File: src/sv/tun_pkg.sv
// ----------------------------------------------------------------------------
// tun_pkg
// Shared types and widths for the triangle unit normal pipeline.
// ----------------------------------------------------------------------------
package tun_pkg;

	localparam int COORD_W = 16;
	localparam int DIFF_W  = COORD_W + 1;
	localparam int PROD_W  = 2 * DIFF_W;
	localparam int CROSS_W = PROD_W + 1;
	localparam int MAG_W   = PROD_W;
	localparam int HALF_W  = MAG_W / 2;
	localparam int SUM_W   = 2 * MAG_W;
	localparam int ROOT_W  = MAG_W;
	localparam int REM_W   = ROOT_W + 2;
	localparam int QUO_W   = 17;
	localparam int FRAC_W  = 15;
	localparam int OUT_W   = 16;

	typedef struct packed {
		logic signed [COORD_W-1:0] corner0_x;
		logic signed [COORD_W-1:0] corner0_y;
		logic signed [COORD_W-1:0] corner0_z;
		logic signed [COORD_W-1:0] corner1_x;
		logic signed [COORD_W-1:0] corner1_y;
		logic signed [COORD_W-1:0] corner1_z;
		logic signed [COORD_W-1:0] corner2_x;
		logic signed [COORD_W-1:0] corner2_y;
		logic signed [COORD_W-1:0] corner2_z;
	} in_word_t;

	typedef struct packed {
		logic signed [OUT_W-1:0] normal_x;
		logic signed [OUT_W-1:0] normal_y;
		logic signed [OUT_W-1:0] normal_z;
		logic                    degenerate;
	} out_word_t;

	typedef struct packed {
		logic                        valid;
		logic                        degen;
		logic [2:0]                  sign;
		logic [2:0][MAG_W-1:0]       mag;
		logic [SUM_W-1:0]            x;
		logic [ROOT_W-1:0]           root;
		logic [REM_W-1:0]            rem;
	} sqrt_t;

	typedef struct packed {
		logic                        valid;
		logic                        degen;
		logic [2:0]                  sign;
		logic [ROOT_W-1:0]           len;
		logic [2:0][ROOT_W-1:0]      r;
		logic [2:0][QUO_W-1:0]       nb;
		logic [2:0][QUO_W-1:0]       q;
	} div_t;

endpackage

File: src/sv/tun_sqrt_cell.sv
// ----------------------------------------------------------------------------
// tun_sqrt_cell
// One digit step of the integer square root: resolves one root bit.
// ----------------------------------------------------------------------------
module tun_sqrt_cell import tun_pkg::*; (
	input  logic  clk,
	input  logic  arst_n,
	input  logic  en,
	input  sqrt_t d,
	output sqrt_t q
);

	logic [REM_W+1:0] remn;
	logic [REM_W+1:0] trial;
	logic             take;

	always_comb begin
		remn  = {d.rem, d.x[SUM_W-1 -: 2]};
		trial = {2'b00, d.root, 2'b01};
		take  = remn >= trial;
	end

	always_ff @(posedge clk or negedge arst_n) begin
		if (!arst_n) begin
			q <= '0;
		end else if (en) begin
			q.valid <= d.valid;
			q.degen <= d.degen;
			q.sign  <= d.sign;
			q.mag   <= d.mag;
			q.x     <= {d.x[SUM_W-3:0], 2'b00};
			q.root  <= {d.root[ROOT_W-2:0], take};
			q.rem   <= take ? REM_W'(remn - trial) : REM_W'(remn);
		end
	end

endmodule

File: config.mk
export PLATFORM = sky130hd
export DESIGN_NAME = tun_sqrt_cell
export DESIGN_NICKNAME = d
export VERILOG_FILES = /design/src/sv/tun_pkg.sv /design/src/sv/tun_sqrt_cell.sv
export SDC_FILE = /design/constraint.sdc
export NUM_CORES = 1
export LEC_CHECK = 0
export ABC_CLOCK_PERIOD_IN_PS = 900
export BUFFER_PORTS_ARGS = -buffer_cell sky130_fd_sc_hd__buf_2
export CAP_MARGIN = 20
export CORE_AREA = 2 2 194 196
export CTS_CLUSTER_DIAMETER = 50
export DETAILED_ROUTE_END_ITERATION = 10
export DIE_AREA = 0 0 196 198
export SKIP_LAST_GASP = 1
export SYNTH_ARGS = -nofsm -noshare
export SYNTH_HDL_FRONTEND = slang
export SYNTH_SLANG_ARGS = --single-unit
File: constraint.sdc
create_clock -name clk -period 0.9 [get_ports clk]
set_input_delay 0.18 -clock clk [delete_from_list [all_inputs] [get_ports clk]]
set_output_delay 0.18 -clock clk [all_outputs]
set_load 0.05 [all_outputs]
=== Word level (Yosys, flattened, before mapping) ===
Index checks and enable logic that the tools add are counted.

* Magnitude comparators: 1
* Mux-type cells: 1
* Add/sub/neg operators: 1

{| class="wikitable"
|+ Operator list
! operator !! count
|-
| $ge 38x36->1 || 1
|-
| $mux 36 || 1
|-
| $sub 36x36->36 || 1
|}

* Bits in registers: 243
* Bits of input ports: 248

=== Depth between registers and ports, before layout ===
* Depth in word-level cells: 2
* Mapped depth: 15
* Depth with buffers taken out: 11

=== Least setup slack after synthesis ===
No wires, ideal clock.

* Kind: input to register
* From: in d[55] in the netlist's numbering
* To: reg q[5] in the netlist's numbering
* Stages: 14
* Data required time: 775 ps
* Arrival time: 2,459 ps
* Path slack: -1,684 ps
* Cell sequence: inv_1 > ha_1 > buf_6 > a21oi_2 > a211oi_1 > nor2_1 > o21ba_2 > a2111oi_2 > or3_1 > buf_2 > and2_4 > buf_6 > mux2_4 > mux2_4

* Word-level cells in the longest chain between the ends: 2

{| class="wikitable"
|+ Ends and longest elaborated chain
! what !! RTL line !! text
|-
| start: declaration || tun_sqrt_cell.sv:9 || <nowiki>input sqrt_t d,</nowiki>
|-
| $ge 38x36->1 || tun_sqrt_cell.sv:20 || <nowiki>take = remn >= trial;</nowiki>
|-
| $mux 36 || tun_sqrt_cell.sv:33 || <nowiki>q.rem <= take ? REM_W'(remn - trial) : REM_W'(remn);</nowiki>
|-
| end: declaration || tun_sqrt_cell.sv:10 || <nowiki>output sqrt_t q</nowiki>
|}

No other way between the ends.
A chain may end at the register's enable or synchronous reset.

=== Final worst setup path ===
* From: in d[45] in the netlist's numbering
* To: reg q[26] in the netlist's numbering

* Word-level cells in the longest chain between the ends: 2
* Elaborated cells on any way between the ends: 3
* Classes of those cells: 1 x add/sub; 1 x order compare; 1 x mux

{| class="wikitable"
|+ Ends and longest elaborated chain
! what !! RTL line
|-
| $sub 36x36->36 / $ge 38x36->1 (equally long branches) || tun_sqrt_cell.sv:33, tun_sqrt_cell.sv:20
|-
| $mux 36 (*) || tun_sqrt_cell.sv:33
|}

Every way passes the cells marked *; elsewhere a longest branch is shown, timed or not.

==> results.yml <==
worst_hold_path:
  worstHoldPathType: "input port to flip-flop"
pwr:
  peakVddDrop_mv: 1.47
  p_leak_nw: 11.2
  seqPwrFrac_pct: 29.9
  swShare_pct: 35.4
  p_comb_share_pct: 37.8
  p_sw_mw: 15.9
  internal-power_mw: 29.0
  p_per_area_nw_per_um2: 1890
  clockPowerShare_pct: 32.3
drt:
  final_antenna_net_count: 0
  avgViaCountPerCell: 4.88
  drc: 0
  vias: 12100
  drt_iter0_drc: 523
  wirelength_um: 53300
  wl_per_cell_um: 21.5
  drt_pass1_iterations: 5
critical_path:
  slowest_delay_ps: 340
  slowest_stage: "or3_4"
  crit_fanout: 6
  arrival_ps: 2460
  required_ps: 1300
  cp_top_family: "compound AO/OA/AOI/OAI gates"
  crit_type: "input port to flip-flop"
  endpoint_kind: "flip-flop"
  cp_common_cell: "buf_6"
  path_buf_inv: 4
  worstPathCellList: "buf_8 > inv_4 > ha_4 > buf_6 > a21oi_4 > o21ai_4 > buf_6 > a221oi_4 > a211oi_4 > o31a_1 > or3_4 > a31oi_4 > a21oi_2"
  cp-start-kind: "input port"
sta:
  period_share_pct: 228
  hold_violations: 0
  fin_crit_ps: 2060
  slew_violations: 0
  setup_violations: 332
  setup_tns_ps: -130010
  holdWs_ps: 41.1
  setup_slack_ps: -1160
  max_freq_mhz: 487
  rsz0062_at_grt: "yes"
  finClkSkew_ps: 0
yosys:
  synth_commonest_cells: "dfrtp_1, mux2_2, nand2_1"
  yosysSeqAreaShare_pct: 52.8
  synth-seq-cells: 243
  synth.cell_area_um2: 11500
  ys.flop_type: "dfrtp_1"
  synth_edf_count: 0
  syn_avg_cell_area_um2: 11.9
  synth.distinct_cells: 59
  async_flop_share_pct: 100
  yosysMostFrequentCell: "dfrtp_1"
  synthCells: 966
  yosys_warnings: 0
  synth_top_area_share_pct: 52.8
  synthTopCellsByArea: "dfrtp_1, mux2_2, ha_1"
  yosysTopAreaCell: "dfrtp_1"
global_route:
  grt.overflow.total: 0
  grt_pass1_vias: 12800
  grt_max_degree: 56
  grt_antenna_before_repair: 8
  grt_use_total_pct: 25.2
  grt_pass1_wl_um: 74900
clocking:
  cts_tree: "yes"
  max-clock-path-buffers: 3
  htreeDepth: 2
  clkSlewWorstSetupHoldPaths_ps: 50
  cts_buffers: 36
  clkSinkCount: 243
  root_buffer: "clkbuf_16"
  worstSkewPairLatency_ps: 530
final_layout:
  area_growth_pct: 106
  drive_gt1_share_pct: 64.4
  instances_no_fill: 2477
  largest_reg_flops: 243
  top_regs: "q (243)"
  final_util_pct: 64.2
  final_nets: 2255
  regMostFlops: "q"
floorplan:
  dieWidth_um: 196
  die_h_um: 198
  dieArea_um2: 38800
  ios: 493
  placement_rows: 71
  core_um2: 37000
  start_util_pct: 31.1
place:
  dp_hpwl_um: 30600
  portBuffers: 490
  globalplace.congestion: 0.858
  dp_cells: 2050
status:
  violations: "negative setup slack"
  outcome: "finished with violations"
flow_run:
  maxCapViolations: 0
==> placed cells by master (no fill, tap or decap), types with 6 or more instances in the layout <==
cell,Yosys,routed
nand2_2,2,26
o21ai_0,20,13
nand2_4,0,6
buf_8,0,15
inv_2,0,14
xor2_1,9,9
nand3_1,13,10
dfrtp_1,243,183
o21ai_2,4,8
mux2_4,2,107
clkbuf_1,31,8
buf_4,6,239
buf_12,0,18
xnor2_1,17,14
a21o_1,17,17
mux2_2,208,103
buf_6,4,292
buf_2,7,225
dfrtp_2,0,60
ha_4,0,28
a21oi_1,34,20
a21oi_2,6,15
clkbuf_16,0,36
nor2_1,54,48
a31oi_1,30,25
inv_1,47,26
a21oi_4,1,6
dlygate4sd3_1,0,228
nand2_1,71,38
ha_1,36,8
nand4_1,11,11
==> power by group through the flow <==
stage                     combinational [mW]  sequential [mW]  clock [mW]
after global routing                    17.7             13.5        15.2
after floorplan                         3.83             17.6           0
final                                   17.0             13.4        14.5
after detailed placement                12.2             13.1           0
after global placement                  12.1             13.1           0
after CTS                               15.8             13.2        14.6
==> routing by layer <==
layer / up-vias / wire length [µm] / track usage [%]
li1: 5416 / - / -
met1: 5918 / 19500 / 27.2
met2: 549 / 26700 / 44.2
met3: 190 / 4080 / 8.28
met4: 8 / 2990 / 13.4
met5: - / 48 / 0
==> cell type report <==
cell class,count,area [µm²]
clock inverters,17,223
well taps,474,593
diodes,5,12.5
fillers,2564,13200
clock buffers,48,986
multi-input cells,624,6430
inverters,47,201
flip-flops and latches,243,6160
repair buffers,1019,9130
==> kinds of logic after synthesis <==
| logic type | count (synthesis) | share of synthesized area, % |
|---|---|---|
| AO/OA/AOI/OAI | 162 | 9.51 |
| XOR/XNOR | 26 | 1.98 |
| adder cells (fa/ha/maj) | 36 | 3.91 |
| buffers and inverters | 100 | 3.79 |
| flip-flops | 243 | 52.8 |
| multiplexers | 210 | 20.6 |
| other | 1 | 0.0326 |
| AND/OR/NAND/NOR | 188 | 7.32 |
==> stage by stage <==
step / area [µm²] / power (mW) / setup slack, ps
floorplan: 12800 / 21.4 / -1600
global placement: 16500 / 25.2 / -1760
detailed placement: 16500 / 25.3 / -1820
CTS: 22800 / 43.6 / -1040
global route: 23700 / 46.4 / -1200
finish: 23700 / 44.9 / -1160
==> path summary, 6_finish.rpt <==
path	slack, ps	startpoint	end	depth (start not counted)
max in group asynchronous	240	arst_n	q[129]	4
min reg2reg	530	q[85]	q[85]	1
max reg2reg	-120	q[149]	q[149]	3
max	-1160	d[45]	q[26]	13
min	40	en	q[151]	2
min in group asynchronous	50	arst_n	q[211]	2
==> what timing repair did <==
action | 4_1_cts | 5_1_grt
buffers inserted | 70 | 74
pin swaps | 75 | 56
gates cloned | 3 | 0
hold endpoints to repair | 470 | 0
setup endpoints to repair | 280 | 314
hold buffers | 228 | 0
gates resized for setup | 638 | 117
Power figures use the tool's default switching activity.
