$ cat config.mk
export PLATFORM = sky130hd
export DESIGN_NAME = tun_div_cell
export DESIGN_NICKNAME = d
export VERILOG_FILES = /design/src/sv/tun_pkg.sv /design/src/sv/tun_div_cell.sv
export SDC_FILE = /design/constraint.sdc
export NUM_CORES = 1
export LEC_CHECK = 0
export ABC_AREA = 1
export BUFFER_PORTS_ARGS = -buffer_cell sky130_fd_sc_hd__buf_2
export CAP_MARGIN = 20
export CORE_ASPECT_RATIO = 1.4
export CORE_MARGIN = 1
export CORE_UTILIZATION = 35
export CTS_BUF_LIST = sky130_fd_sc_hd__clkbuf_8
export CTS_CLUSTER_DIAMETER = 60
export DETAILED_ROUTE_END_ITERATION = 10
export SLEW_MARGIN = 30
export SYNTH_ARGS = -nofsm -noshare
export SYNTH_HDL_FRONTEND = slang
export SYNTH_SLANG_ARGS = --single-unit
$ cat constraint.sdc
create_clock -name clk -period 0.8 [get_ports clk]
set_input_delay 0 -clock clk [delete_from_list [all_inputs] [get_ports clk]]
set_output_delay 0 -clock clk [all_outputs]
set_load 0.005 [all_outputs]
$ cat src/sv/tun_pkg.sv
// ----------------------------------------------------------------------------
// tun_pkg
// Shared types and widths for the triangle unit normal pipeline.
// ----------------------------------------------------------------------------
package tun_pkg;

	localparam int COORD_W = 16;
	localparam int DIFF_W  = COORD_W + 1;
	localparam int PROD_W  = 2 * DIFF_W;
	localparam int CROSS_W = PROD_W + 1;
	localparam int MAG_W   = PROD_W;
	localparam int HALF_W  = MAG_W / 2;
	localparam int SUM_W   = 2 * MAG_W;
	localparam int ROOT_W  = MAG_W;
	localparam int REM_W   = ROOT_W + 2;
	localparam int QUO_W   = 17;
	localparam int FRAC_W  = 15;
	localparam int OUT_W   = 16;

	typedef struct packed {
		logic signed [COORD_W-1:0] corner0_x;
		logic signed [COORD_W-1:0] corner0_y;
		logic signed [COORD_W-1:0] corner0_z;
		logic signed [COORD_W-1:0] corner1_x;
		logic signed [COORD_W-1:0] corner1_y;
		logic signed [COORD_W-1:0] corner1_z;
		logic signed [COORD_W-1:0] corner2_x;
		logic signed [COORD_W-1:0] corner2_y;
		logic signed [COORD_W-1:0] corner2_z;
	} in_word_t;

	typedef struct packed {
		logic signed [OUT_W-1:0] normal_x;
		logic signed [OUT_W-1:0] normal_y;
		logic signed [OUT_W-1:0] normal_z;
		logic                    degenerate;
	} out_word_t;

	typedef struct packed {
		logic                        valid;
		logic                        degen;
		logic [2:0]                  sign;
		logic [2:0][MAG_W-1:0]       mag;
		logic [SUM_W-1:0]            x;
		logic [ROOT_W-1:0]           root;
		logic [REM_W-1:0]            rem;
	} sqrt_t;

	typedef struct packed {
		logic                        valid;
		logic                        degen;
		logic [2:0]                  sign;
		logic [ROOT_W-1:0]           len;
		logic [2:0][ROOT_W-1:0]      r;
		logic [2:0][QUO_W-1:0]       nb;
		logic [2:0][QUO_W-1:0]       q;
	} div_t;

endpackage

$ cat src/sv/tun_div_cell.sv
// ----------------------------------------------------------------------------
// tun_div_cell
// One restoring division step on three lanes sharing one divisor.
// ----------------------------------------------------------------------------
module tun_div_cell import tun_pkg::*; (
	input  logic clk,
	input  logic arst_n,
	input  logic en,
	input  div_t d,
	output div_t q
);

	logic [2:0][ROOT_W:0] rn;
	logic [2:0]           take;

	always_comb begin
		for (int i = 0; i < 3; i++) begin
			rn[i]   = {d.r[i], d.nb[i][QUO_W-1]};
			take[i] = rn[i] >= {1'b0, d.len};
		end
	end

	always_ff @(posedge clk or negedge arst_n) begin
		if (!arst_n) begin
			q <= '0;
		end else if (en) begin
			q.valid <= d.valid;
			q.degen <= d.degen;
			q.sign  <= d.sign;
			q.len   <= d.len;
			for (int i = 0; i < 3; i++) begin
				q.r[i]  <= take[i] ? ROOT_W'(rn[i] - {1'b0, d.len}) : ROOT_W'(rn[i]);
				q.nb[i] <= {d.nb[i][QUO_W-2:0], 1'b0};
				q.q[i]  <= {d.q[i][QUO_W-2:0], take[i]};
			end
		end
	end

endmodule

After elaboration in Yosys (flattened, before gate mapping)
Cells that the tools add are included.
- $add $sub $neg: 3
- magnitude comparators: 3
- mux-type cells: 3
- operators by type and width (kind ; count):
    $ge A35 B34 Y1 ; 3
    $mux W34 ; 3
    $sub A34 B34 Y34 ; 3
- output and inout port bits: 243
- bits in registers: 240
- logic and storage cells: 22

Logic depth before layout (Yosys ltp)
Gate-level depths: netlist of run 1.
- word-level depth: 2
- depth in mapped cells: 17
- mapped depth without buffers: 17

Worst setup path after synthesis of run 1
Ideal clock, no wire load.
- kind: input port to flip-flop
- start point: input port d[101] (netlist name)
- end point: register q[200] (netlist name)
- cell stages on the path: 16
- library setup time: 117 ps
- setup slack: -860 ps
- data required time: 683 ps
- arrival: 1544 ps
- cell sequence: inv_1 ha_1 inv_1 fa_1 nand2_1 nand3_1 nand3_1 nand2_1 nand2_1 nand2_1 nand2_1 nand3b_1 nand2_1 nand2_2 nand3_2 nand2_1
- cells in the longest elaborated chain, start to end: 2
- ends and longest elaborated chain (element ; line ; RTL):
    from (decl) ; tun_div_cell.sv:9 ; input div_t d,
    $sub A34 B34 Y34 or $ge A35 B34 Y1 (tied branches) ; tun_div_cell.sv:32, tun_div_cell.sv:19 ;
    $mux W34 * ; tun_div_cell.sv:32 ; q.r[i] <= take[i] ? ROOT_W'(rn[i] - {1'b0, d.len}) : ROOT_W'(rn[i]);
    to (decl) ; tun_div_cell.sv:10 ; output div_t q
Mark *: on every way between the ends. The rest lies on a longest branch, timed or not.
A chain may end at the register's enable or synchronous reset.

Worst setup path after layout of run 1
- start point: input port d[234] (netlist name)
- end point: register q[108] (netlist name)
- cells in the longest elaborated chain, start to end: 2
- ends and longest elaborated chain (element ; line ; RTL):
    $ge A35 B34 Y1 ; tun_div_cell.sv:19 ; take[i] = rn[i] >= {1'b0, d.len};
    $mux W34 ; tun_div_cell.sv:32 ;
Every way passes these cells.

==> metrics.csv, run 1 <==
stage;metric;value;unit
outcome;status;finished, violations left;
outcome;violations;hold timing, setup timing;
timing;fmax;0.706;GHz
critical_path;critPathMaxStageDelay;0.28;ns
critical_path;path_cells;buf_2 -> inv_1 -> buf_12 -> ha_4 -> inv_1 -> nor3_4 -> nand2_2 -> nor2_4 -> a21oi_4 -> buf_12 -> nand2_8 -> buf_12 -> buf_12 -> nand2_2 -> nand3_1 -> nand2_2;
die;fp.coreArea;53200;um^2
critical_path;timing_worst_setup_path_type;in2reg;
timing;min_period;1.42;ns
min_path;hold_path.class;in2reg;
layout;largest_register_ffs;240;
global_routing;grt.total_usage;32.9;%
global_routing;grt_max_degree;52;
timing;holdWs;-0.257;ns
route;drtIter0Drc;1424;
place;dp_hpwl;65400;um
global_routing;antenna_found_initial;14;
min_path;holdPathStages;5;
timing;finalSetupViolCount;354;
critical_path;r2r-start;q[100];
die;dieArea;54800;um^2
timing;rsz0062_at_grt;true;
place;numPortBuffers;482;
clock_tree;clk_pin_slew_worst_paths;0.07;ns
logic_synthesis;syn_area;18900;um^2
route;antenna_left;0;
pwr;cellLeakagePower;18.6;nW
global_routing;grt_overflow;0;
global_routing;grt_pass1_vias;23800;
timing;period_share;177;%
route;dr.pass1.iters;5;
critical_path;cp_slowest_cell;ha_4;
route;via_count;24200;
route;routed_wl;97300;um
layout;largestRegisters;q x240;
critical_path;arrival;1.93;ns
critical_path;critPathMostFrequentCell;buf_12;
clock_tree;htreeDepth;2;
layout;fin_cells;4958;
pwr;vdd_drop_max;1310;uV
timing;finalMaxSlewViolations;0;
min_path;hp-start;d[84];
route;wl_per_cell;19.6;um
critical_path;worstRegToRegCells;3;
critical_path;cp.required;1.31;ns
die;rows;100;
pwr;p_per_area;1450;nW/um^2
place;dp_cells;4450;
clock_tree;cts_made_buffers;41;
die;io_pins;489;
layout;final_common_cell;nand2_1;
clock_tree;cts_tree;built;
route;drcViolationCount;0;
place;globalplace.congestion;0.963;
clock_tree;clkLatencyLatePin;0.63;ns
logic_synthesis;yosysSeqAreaShare;31.8;%
global_routing;grt_pass1_wl;135000;um
logic_synthesis;synthCells;2888;
die;fp.dieW;198;um
critical_path;reg2reg_to;q[100];
layout;final_cell_mix;nand2_1 (1111), buf_4 (511), buf_2 (429), inv_1 (337), dlygate4sd3_1 (251);
clock_tree;cts-root-buf;clkbuf_8;
job;max_cap_violations;0;
critical_path;critPathMaxFanout;6;
critical_path;r2r_slack;-0.08;ns
layout;nets;4561;
logic_synthesis;synth.avg_cell_area;6.53;um^2
timing;skew;0;ns
layout;largest_register;q;
logic_synthesis;yosysUniqueCellTypes;46;
clock_tree;cts.sinks;240;
layout;final_core_util;65.3;%
timing;layout_setup_ws;-0.616;ns
die;start_util;35.5;%
logic_synthesis;yosys_warnings;0;
layout;drive_gt1_share;43.4;%
critical_path;end_kind;flop;
layout;area_delta_synth_final;84.1;%
die;die_y;277;um
logic_synthesis;synth.ff_latch_count;240;
critical_path;critPathLaunchType;input port;
min_path;whs_endpoint;q[136];
clock_tree;clk_path_buf_depth;3;
timing;hold_violations;67;
route;vias_per_cell;4.87;
[timing repair]
action	4_1_cts	5_1_grt
gates cloned	9	11
resized for setup	351	420
hold buffers	258	22
pin swaps	119	208
setup buffers	50	120
endpoints found under the hold margin	479	76
setup endpoints to repair	345	478
[final cells by class]
class / count / area [um^2]
Fill cell: 4308 / 18500
Multi-Input combinational cell: 2174 / 14200
Timing Repair Buffer: 1359 / 11200
Sequential cell: 240 / 6010
Inverter: 394 / 1560
Tap cell: 714 / 893
Clock buffer: 50 / 688
Clock inverter: 17 / 174
Antenna cell: 10 / 25.0
[logic make-up (layout without fill, tap and decap cells)]
| kind of cell | Yosys count | in the layout | synth area share [%] |
|---|---|---|---|
| other | 1 | 13 | 0.0199 |
| adders and majority gates | 105 | 105 | 7.09 |
| DFF | 240 | 240 | 31.8 |
| xor gates and xnor gates | 52 | 52 | 2.42 |
| and+or+nand+nor | 1877 | 1877 | 43.8 |
| buffers and inverters | 476 | 1820 | 10.7 |
| AOI/OAI and AO/OA | 137 | 137 | 4.15 |
[synth_stat cells, drive strengths merged]
library cell,n,area [um^2]
nor4,5,43.8
o21bai,9,67.6
o21a,2,15.0
and3,4,25.0
xor2,5,43.8
dfrtp,240,6010
conb,1,3.75
nand3,176,1020
inv,393,1480
a21o,1,7.51
buf,42,355
a21oi,63,372
o21ai,57,289
and2,1,6.26
clkbuf,38,173
clkinv,1,3.75
ha,102,1280
or2,3,18.8
a31oi,5,31.3
nor3,18,120
nand3b,120,901
dlygate4sd1,2,17.5
nand2,1382,5420
xnor2,47,412
nor2,155,619
fa,3,60.1
nand4,13,81.3
[worst max path at each step]
stage | start | end | slack, ns | cells past startpoint
floorplan | d[232] | q[198] | -0.83 | 11
global placement | d[206] | q[131] | -1.35 | 17
detailed placement | d[206] | q[167] | -1.36 | 17
CTS | d[209] | q[165] | -0.58 | 19
global route | d[209] | q[168] | -0.68 | 19
finish | d[234] | q[108] | -0.62 | 16
[per-stage QoR]
stage                     setup WS, ns  hold slack, ns  cell area (um^2)  power [W]  TNS (ns)
after floorplan                 -0.829          -0.296             19400     0.0229    -83.31
after global placement           -1.35          -0.113             26200     0.0313   -139.32
after CTS                       -0.582          -0.304             32200     0.0473   -177.12
final                           -0.616          -0.257             34700     0.0503   -140.38
after detailed placement         -1.36          -0.110             26200     0.0313   -140.80
after global routing            -0.685          -0.250             34700     0.0527   -155.55
[power by group]
part	internal, W	total [W]	switching [W]
Sequential	0.0137	0.0147	0.000975
Clock	0.00664	0.0124	0.00579
Combinational	0.0114	0.0232	0.0118
[worst max-delay path, delay by kind of cell]
kind	cells	cell delay (ns)
buffers and inverters	7	0.78
AOI/OAI and AO/OA	1	0.08
adders and majority gates	1	0.28
and+or+nand+nor	7	0.78
[routing by layer]
layer,GRT usage (%),vias to the layer above,share of wire (%)
li1,-,11600,-
met1,35.7,11200,36
met2,57.8,1030,49
met3,5.64,322,6.9
met4,22.3,8,8.1
met5,0,-,0.062
Note: power is estimated with default switching activity, not from simulation.
==> inputs of run 2 (changes only) <==
Settings changed: CELL_PAD_IN_SITES_DETAIL_PLACEMENT from default to 1, CELL_PAD_IN_SITES_GLOBAL_PLACEMENT from default to 1, PLACE_DENSITY_LB_ADDON from default to 0.1, SLEW_MARGIN 30 to default.
==> run 2 against run 1 <==
Net effect:
- the flow now stops in global routing
- area after synthesis stayed put
- synthesized cell count unchanged
==> metrics.csv, run 2 <==
stage;metric;value;unit;change
outcome;status;stopped before the end;;
outcome;lastStage;global routing;;
outcome;first-error;[ERROR GRT-0232] Routing congestion too high. Check the congestion heatmap in the GUI.;;
place;dp_cells;4543;;+2.1%
logic_synthesis;yosysUniqueCellTypes;46;;unchanged
global_routing;grt_max_degree;62;;
global_routing;grt.total_usage;68.6;%;
die;fp.dieW;198;um;unchanged
logic_synthesis;synth_fa_ha_area_share;7.09;%;unchanged
logic_synthesis;synth_simple_gate_area_share;43.8;%;unchanged
clock_tree;clk_path_buf_depth;3;;unchanged
logic_synthesis;yosysTopAreaCellShare;31.8;%;unchanged
place;dp_hpwl;79100;um;+21%
logic_synthesis;yosys_warnings;0;;unchanged
logic_synthesis;synthCells;2888;;unchanged
logic_synthesis;synth.avg_cell_area;6.53;um^2;unchanged
global_routing;grt_overflow;37;;
logic_synthesis;post-synth-top-count-cell;nand2_1;;
logic_synthesis;synthTopCellsByCount;nand2_1 (1314), inv_1 (369), dfrtp_1 (240);;
die;io_pins;489;;unchanged
timing;worst-ep-kind;register data pin;;
place;numPortBuffers;482;;unchanged
clock_tree;cts.sinks;240;;unchanged
logic_synthesis;synth_top_family_by_area;simple AND/OR/NAND/NOR gates;;
logic_synthesis;synth_edf_count;0;;unchanged
place;globalplace.congestion;0.948;;-1.5%
logic_synthesis;synth.ff_latch_count;240;;unchanged
logic_synthesis;yosys-top-cells-area;dfrtp_1 (32%), nand2_1 (26%), inv_1 (7.3%);;
die;start_util;35.5;%;unchanged
logic_synthesis;synthMuxAreaShare;0;%;unchanged
logic_synthesis;synth_compound_area_share;4.15;%;unchanged
logic_synthesis;syn_area;18900;um^2;unchanged
logic_synthesis;yosys.area.top_type;dfrtp_1;;
die;die_y;277;um;unchanged
die;rows;100;;unchanged
logic_synthesis;yosysSeqAreaShare;31.8;%;unchanged
clock_tree;cts_made_buffers;42;;+2.4%
clock_tree;htreeDepth;2;;unchanged
clock_tree;cts-root-buf;clkbuf_8;;
logic_synthesis;synth-xor-area-share;2.42;%;unchanged
timing;worst_endpoint;q[145]$_DFFE_PN0P_/D;;
logic_synthesis;synth-async-reset-ratio;100;%;unchanged
logic_synthesis;ys.flop_type;dfrtp_1;;
## run 2: timing repair
item | CTS
hold buffers | 318
endpoints found under the hold margin | 479
resized for setup | 442
pin swaps | 163
setup buffers | 81
setup endpoints to repair | 345
cloned | 15
## run 2: logic make-up after synthesis
family                     count (synthesis)
and+or+nand+nor                         1877
buffers and inverters                    476
DFF                                      240
AOI/OAI and AO/OA                        137
adders and majority gates                105
xor gates and xnor gates                  52
other                                      1
## run 2: stage by stage
step           setup slack (ns)  TNS (ns)  utilization [%]  instance area (um^2)
2_1_floorplan            -0.829    -83.31                -                 19400
3_3_place_gp              -1.54   -146.32             50.8                 27000
3_5_place_dp              -1.59   -153.91             50.8                 27000
4_1_cts                  -0.691   -232.63             64.4                 34200
## run 2: layer usage
metal,overflow,global-route usage [%]
met1,0,65.9
met2,18,92.1
met3,1,45.1
met4,18,75.6
met5,0,5.15
==> inputs of run 3 (changes only) <==
Settings changed: CELL_PAD_IN_SITES_DETAIL_PLACEMENT 1 to default, CELL_PAD_IN_SITES_GLOBAL_PLACEMENT 1 to default, CORE_ASPECT_RATIO 1.4 to default, CORE_UTILIZATION 35 to 20, CTS_BUF_LIST sky130_fd_sc_hd__clkbuf_8 to default, CTS_CLUSTER_DIAMETER 60 to default, PLACE_DENSITY_LB_ADDON 0.1 to 0.15.
==> run 3 against run 2 <==
Net effect:
- the flow now finishes, with violations (hold timing, setup timing)
==> metrics.csv, run 3 (same netlist as run 1, synthesis figures left out) <==
stage;metric;value;unit;change
place;globalplace.congestion;0.892;;-5.9%
timing;holdWs;-0.221;ns;
route;drtIter0Drc;1152;;
critical_path;critPathLaunchType;input port;;
route;antenna_left;0;;
route;dr.pass1.iters;5;;
timing;min_period;1.41;ns;
layout;largest_register_ffs;240;;
critical_path;critPathMostFrequentCell;buf_12;;
clock_tree;cts_tree;built;;
global_routing;antenna_found_initial;12;;
route;routed_wl;105000;um;
layout;nFillCells;9875;;
layout;fin_cells;5633;;
layout;final_cell_mix;nand2_1 (1125), buf_4 (604), buf_2 (433), inv_1 (319), dlygate4sd3_1 (306);;
critical_path;worstRegToRegCells;3;;
job;max_cap_violations;0;;
die;start_util;20.2;%;-15 points
critical_path;cp_num_buf_inv;6;;
layout;nets;4702;;
layout;final_common_cell;nand2_1;;
critical_path;cp_top_family;simple AND/OR/NAND/NOR gates;;
timing;layout_setup_ws;-0.607;ns;
outcome;violations;hold timing, setup timing;;
clock_tree;cts_made_buffers;31;;-26%
global_routing;grt.total_usage;20.0;%;
timing;finalMaxSlewViolations;0;;
critical_path;critPathMaxFanout;8;;
place;dp_hpwl;76600;um;-3.1%
clock_tree;htreeDepth;1;;-1
global_routing;grt_overflow;0;;
die;dieArea;95500;um^2;
clock_tree;cts-root-buf;clkbuf_16;;
timing;worst_slew_pin_slew;0.887;ns;
die;rows;112;;+12%
place;dp_cells;5105;;+12%
critical_path;timing_worst_setup_path_type;in2reg;;
timing;tns;-146.37;ns;
route;wl_per_cell;18.6;um;
route;drcViolationCount;0;;
global_routing;grt_max_degree;62;;
critical_path;cp.required;1.31;ns;
min_path;hold_path.class;in2async;;
pwr;vdd_drop_max;1750;uV;
critical_path;end_kind;flop;;
timing;finalSetupViolCount;396;;
timing;period_share;176;%;
place;numPortBuffers;482;;unchanged
route;vias_per_cell;4.15;;
timing;rsz0062_at_grt;true;;
clock_tree;clkLatencyLatePin;0.63;ns;
timing;maxSlewHeadroom;40.7;%;
critical_path;critPathMaxStageDelay;0.32;ns;
critical_path;path_cells;buf_2 -> inv_1 -> buf_12 -> buf_12 -> ha_4 -> nand2_2 -> buf_4 -> nor2_4 -> and3_2 -> nand2_8 -> nand2_8 -> buf_12 -> nand2_2 -> nand3_2 -> nand2_1;;
critical_path;arrival;1.91;ns;
critical_path;cp_slowest_cell;and3_2;;
clock_tree;cts.sinks;240;;unchanged
route;via_count;23400;;
global_routing;grt_pass1_vias;22800;;
critical_path;cp.depth;15;;
layout;largestRegisters;q x240;;
layout;drive_gt1_share;43.4;%;
clock_tree;clk_pin_slew_worst_paths;0.06;ns;
die;fp.dieW;309;um;+56%
layout;largest_register;q;;
global_routing;grt_pass1_wl;142000;um;
timing;skew;0;ns;
die;fp.coreArea;93300;um^2;
pwr;p_per_area;1420;nW/um^2;
pwr;cellLeakagePower;19.0;nW;
timing;fmax;0.711;GHz;
outcome;status;finished, violations left;;
clock_tree;clk_path_buf_depth;3;;unchanged
die;die_y;309;um;+12%
die;io_pins;489;;unchanged
timing;hold_violations;55;;
layout;area_delta_synth_final;92.9;%;
[run 3: power by group]
| part | switching [W] | internal, W | total [W] |
|---|---|---|---|
| combinational | 0.0117 | 0.0116 | 0.0233 |
| sequential | 0.000891 | 0.0137 | 0.0146 |
| clock | 0.00606 | 0.00783 | 0.0139 |
| total | 0.0186 | 0.0331 | 0.0517 |
[run 3: path summary, 6_finish.rpt]
| kind | start | endpoint | slack (ns) |
|---|---|---|---|
| setup / recovery | d[234] | q[128] | -0.61 |
| hold / removal | arst_n | q[56] | -0.22 |
| setup reg to reg | q[17] | q[17] | 0.02 |
| hold reg to reg | q[48] | q[48] | 0.47 |
| max in group asynchronous | arst_n | q[116] | 0.40 |
| min in group clk | d[140] | q[141] | -0.22 |
[run 3: timing repair]
item | CTS | global route
setup buffers | 23 | 125
hold buffers | 319 | 22
resized for setup | 209 | 508
pin swaps | 30 | 180
hold endpoints to repair | 476 | 67
endpoints found under the setup margin | 345 | 480
cloned | 2 | 18
[run 3: worst register-to-register path: stages, from the launching register on]
cell and delay (ns):
dfrtp_1 0.38, buf_4 0.13, nor2_1 0.08, a31oi_1 0.06
[run 3: per-stage QoR]
stage	instance area, um^2	total power, W	util (%)	setup WS (ns)
finish	36400	0.0517	39.0	-0.607
CTS	33300	0.0493	35.6	-0.604
detailed placement	27800	0.0326	29.8	-1.59
floorplan	19400	0.0229	-	-0.829
global route	36400	0.0550	39.0	-0.636
global placement	27800	0.0326	29.8	-1.57
[run 3: per-layer routing]
metal	share of wire, %	wire [um]	track usage [%]	vias up
met5	0.059	62	0	-
li1	-	-	-	11800
met3	5.1	5300	3.36	120
met2	47	49500	34.7	552
met4	3.2	3360	5.62	8
met1	44	46300	25.3	10800
[run 3: layout make-up]
type	instances	area, um^2	area share, %
Timing Repair Buffer	1503	12300	33.9
Antenna cell	4	10.0	0.0275
Sequential cell	240	6010	16.5
Clock inverter	14	123	0.337
Inverter	394	1580	4.35
Tap cell	1254	1570	4.31
Multi-Input combinational cell	2181	13900	38.2
Clock buffer	43	861	2.37
==> inputs of run 4 (changes only) <==
Settings changed: BUFFER_PORTS_ARGS -buffer_cell sky130_fd_sc_hd__buf_2 to default, DONT_BUFFER_PORTS from default to 1, PLACE_DENSITY from default to 0.35, PLACE_DENSITY_LB_ADDON 0.15 to default.
==> run 4 against run 3 <==
Net effect:
- power fell by 0.52%
- clock power rose by 16%
- die area did not move
- worst setup slack got worse by 0.075 ns
- critical path type unchanged
- routed wire length fell by 6.7%
- cell count fell by 9.8%
- global-route usage fell by 0.78 points
- first-iteration DRC count fell by 11%
- core utilization fell by 3.3 points
- largest cell class unchanged
- the flow still finishes with violations (hold timing, setup timing)
- combinational power fell by 13%
- count of clock-buffer cells in the layout rose by 4
==> metrics.csv, run 4 (same netlist as run 1, synthesis figures left out) <==
stage;metric;value;unit;change
layout;final_common_cell;nand2_1;;
route;via_count;21200;;-9.2%
timing;rsz0062_at_grt;true;;
place;placed_cell_area;25700;um^2;-7.6%
job;max_cap_violations;0;;unchanged
timing;holdWs;-0.889;ns;-0.668 ns
global_routing;antenna_found_initial;7;;-5
outcome;status;finished, violations left;;
critical_path;r2r_slack;0.01;ns;about the same
clock_tree;htreeDepth;2;;+1
route;wl_per_cell;19.2;um;+3.5%
timing;tns;-142.67;ns;+3.70 ns
die;start_util;20.2;%;unchanged
layout;final_cell_mix;nand2_1 (1145), buf_4 (484), inv_1 (345), dlygate4sd3_1 (259), dfrtp_1 (238);;
pwr;cellLeakagePower;16.7;nW;-12%
critical_path;timing_worst_setup_path_type;in2reg;;
pwr;vdd_drop_max;1240;uV;-29%
route;antenna_left;0;;unchanged
clock_tree;cts_tree;built;;
timing;layout_setup_ws;-0.681;ns;-0.0749 ns
place;dp_hpwl;73300;um;-4.4%
clock_tree;cts-root-buf;clkbuf_16;;
layout;area_delta_synth_final;76.6;%;
timing;finalSetupViolCount;479;;+21%
clock_tree;cts.sinks;240;;unchanged
critical_path;critPathMaxStageDelay;0.28;ns;-0.04 ns
timing;fmax;0.675;GHz;-5.1%
place;pre_cts_slack;-1.40;ns;+0.186 ns
layout;postLayoutCellArea;33300;um^2;-8.5%
timing;skew;0;ns;unchanged
critical_path;crit_start;d[232];;
route;drcViolationCount;0;;unchanged
critical_path;arrival;1.97;ns;+0.06 ns
timing;worst_slew_pin_slew;0.634;ns;-0.253 ns
place;globalplace.congestion;0.854;;-4.3%
global_routing;grt_pass1_vias;20800;;-8.6%
layout;drive_gt1_share;35.2;%;-8.2 points
layout;largest_register;q;;
clock_tree;cts_made_buffers;35;;+13%
global_routing;grt_max_degree;241;;+290%
route;dr.pass1.iters;5;;unchanged
place;numPortBuffers;0;;-100%
clock_tree;clk_pin_slew_worst_paths;0.06;ns;about the same
die;io_pins;489;;unchanged
critical_path;cp.required;1.28;ns;-0.03 ns
critical_path;reg2reg_to;q[197];;
clock_tree;clk_path_buf_depth;3;;unchanged
layout;largest_register_ffs;240;;unchanged
critical_path;critPathMaxFanout;8;;unchanged
route;routed_wl;97600;um;-6.7%
timing;period_share;185;%;+9.4 points
die;fp.coreArea;93300;um^2;unchanged
timing;hold_violations;354;;+540%
die;rows;112;;unchanged
critical_path;worstRegToRegCells;3;;unchanged
route;drtIter0Drc;1025;;-11%
timing;finalMaxSlewViolations;0;;unchanged
critical_path;path_cells;clkinvlp_4 -> buf_12 -> buf_12 -> ha_4 -> nand2_1 -> nor3_2 -> nand2_1 -> nor2_4 -> a21oi_4 -> buf_12 -> nand2_8 -> buf_6 -> buf_6 -> nand2_2 -> nand3_2 -> nand2_1;;
critical_path;r2r-start;q[197];;
layout;largestRegisters;q x240;;
die;dieArea;95500;um^2;unchanged
die;fp.dieW;309;um;unchanged
global_routing;grt.total_usage;19.2;%;-0.78 points
timing;maxSlewHeadroom;57.8;%;+17 points
clock_tree;clkLatencyLatePin;0.59;ns;-0.04 ns
global_routing;grt_overflow;0;;unchanged
critical_path;critPathLaunchType;input port;;
min_path;hold_path.class;in2async;;
critical_path;end_kind;flop;;
die;die_y;309;um;unchanged
critical_path;cp_slowest_cell;ha_4;;
outcome;violations;hold timing, setup timing;;
pwr;p_per_area;1550;nW/um^2;+8.7%
global_routing;grt_pass1_wl;135000;um;-5.3%
layout;nets;4152;;-12%
timing;min_period;1.48;ns;+0.0749 ns
layout;nFillCells;10000;;+1.5%
route;vias_per_cell;4.17;;+0.62%
-- run 4: changes by cell type in the layout (fill, tap and decap cells not counted), moves of 18 or more --
| cell | previous run | this run |
|---|---|---|
| buf_4 | 604 | 484 |
| inv_2 | 51 | 33 |
| buf_6 | 71 | 125 |
| dlygate4sd3_1 | 306 | 259 |
| nand2_2 | 189 | 157 |
| buf_2 | 433 | 0 |
| nand2_1 | 1125 | 1145 |
| inv_1 | 319 | 345 |
-- run 4: worst max-delay path: cells and delay by family --
kind                       cells  cell delay [ns]
and+or+nand+nor                8             0.84
buffers and inverters          6             0.73
adders and majority gates      1             0.28
AOI/OAI and AO/OA              1             0.08
-- run 4: area by class of cell --
type                            instances  area, um^2  share of cell area [%]
Antenna cell                            1        2.50                 0.00751
Clock buffer                           47         981                    2.95
Tap cell                             1254        1570                    4.71
Timing Repair Buffer                  956        9440                    28.3
Sequential cell                       240        6010                    18.0
Clock inverter                         15         181                   0.545
Multi-Input combinational cell       2174       13600                    40.8
Inverter                              394        1540                    4.61
-- run 4: repair_timing --
item	4_1_cts	5_1_grt
setup endpoints to repair	345	478
setup buffers	28	53
hold buffers	244	22
endpoints found under the hold margin	480	477
cloned	2	11
pin swaps	47	121
gates resized for setup	214	452
-- run 4: metrics by stage --
| step | cells | util (%) | power (W) |
|---|---|---|---|
| after floorplan | 2890 | - | 0.0229 |
| after global placement | 4669 | 27.6 | 0.0309 |
| after detailed placement | 4669 | 27.6 | 0.0308 |
| after CTS | 5004 | 32.9 | 0.0496 |
| after global routing | 5080 | 35.7 | 0.0546 |
| final | 5081 | 35.7 | 0.0515 |
-- run 4: power by group --
| group | leakage, nW | internal (W) | switching [W] |
|---|---|---|---|
| Clock | 0.564 | 0.00941 | 0.00670 |
| Sequential | 2.89 | 0.0137 | 0.00133 |
| Combinational | 13.3 | 0.0105 | 0.00981 |
-- run 4: how the worst max path moves through the flow --
stage	end	slack, ns	depth (start not counted)
floorplan	q[198]	-0.83	11
global placement	q[135]	-1.42	12
detailed placement	q[202]	-1.40	15
CTS	q[154]	-0.57	18
global route	q[105]	-0.69	18
finish	q[105]	-0.68	16
-- run 4: layer usage --
layer / wire length (um) / vias to the layer above / global-route usage, %
met1: 41700 / 9815 / 23.2
met5: 13 / - / 0
met2: 46400 / 526 / 32.9
met3: 6660 / 117 / 5.34
met4: 2830 / 2 / 5.96
li1: - / 10700 / -
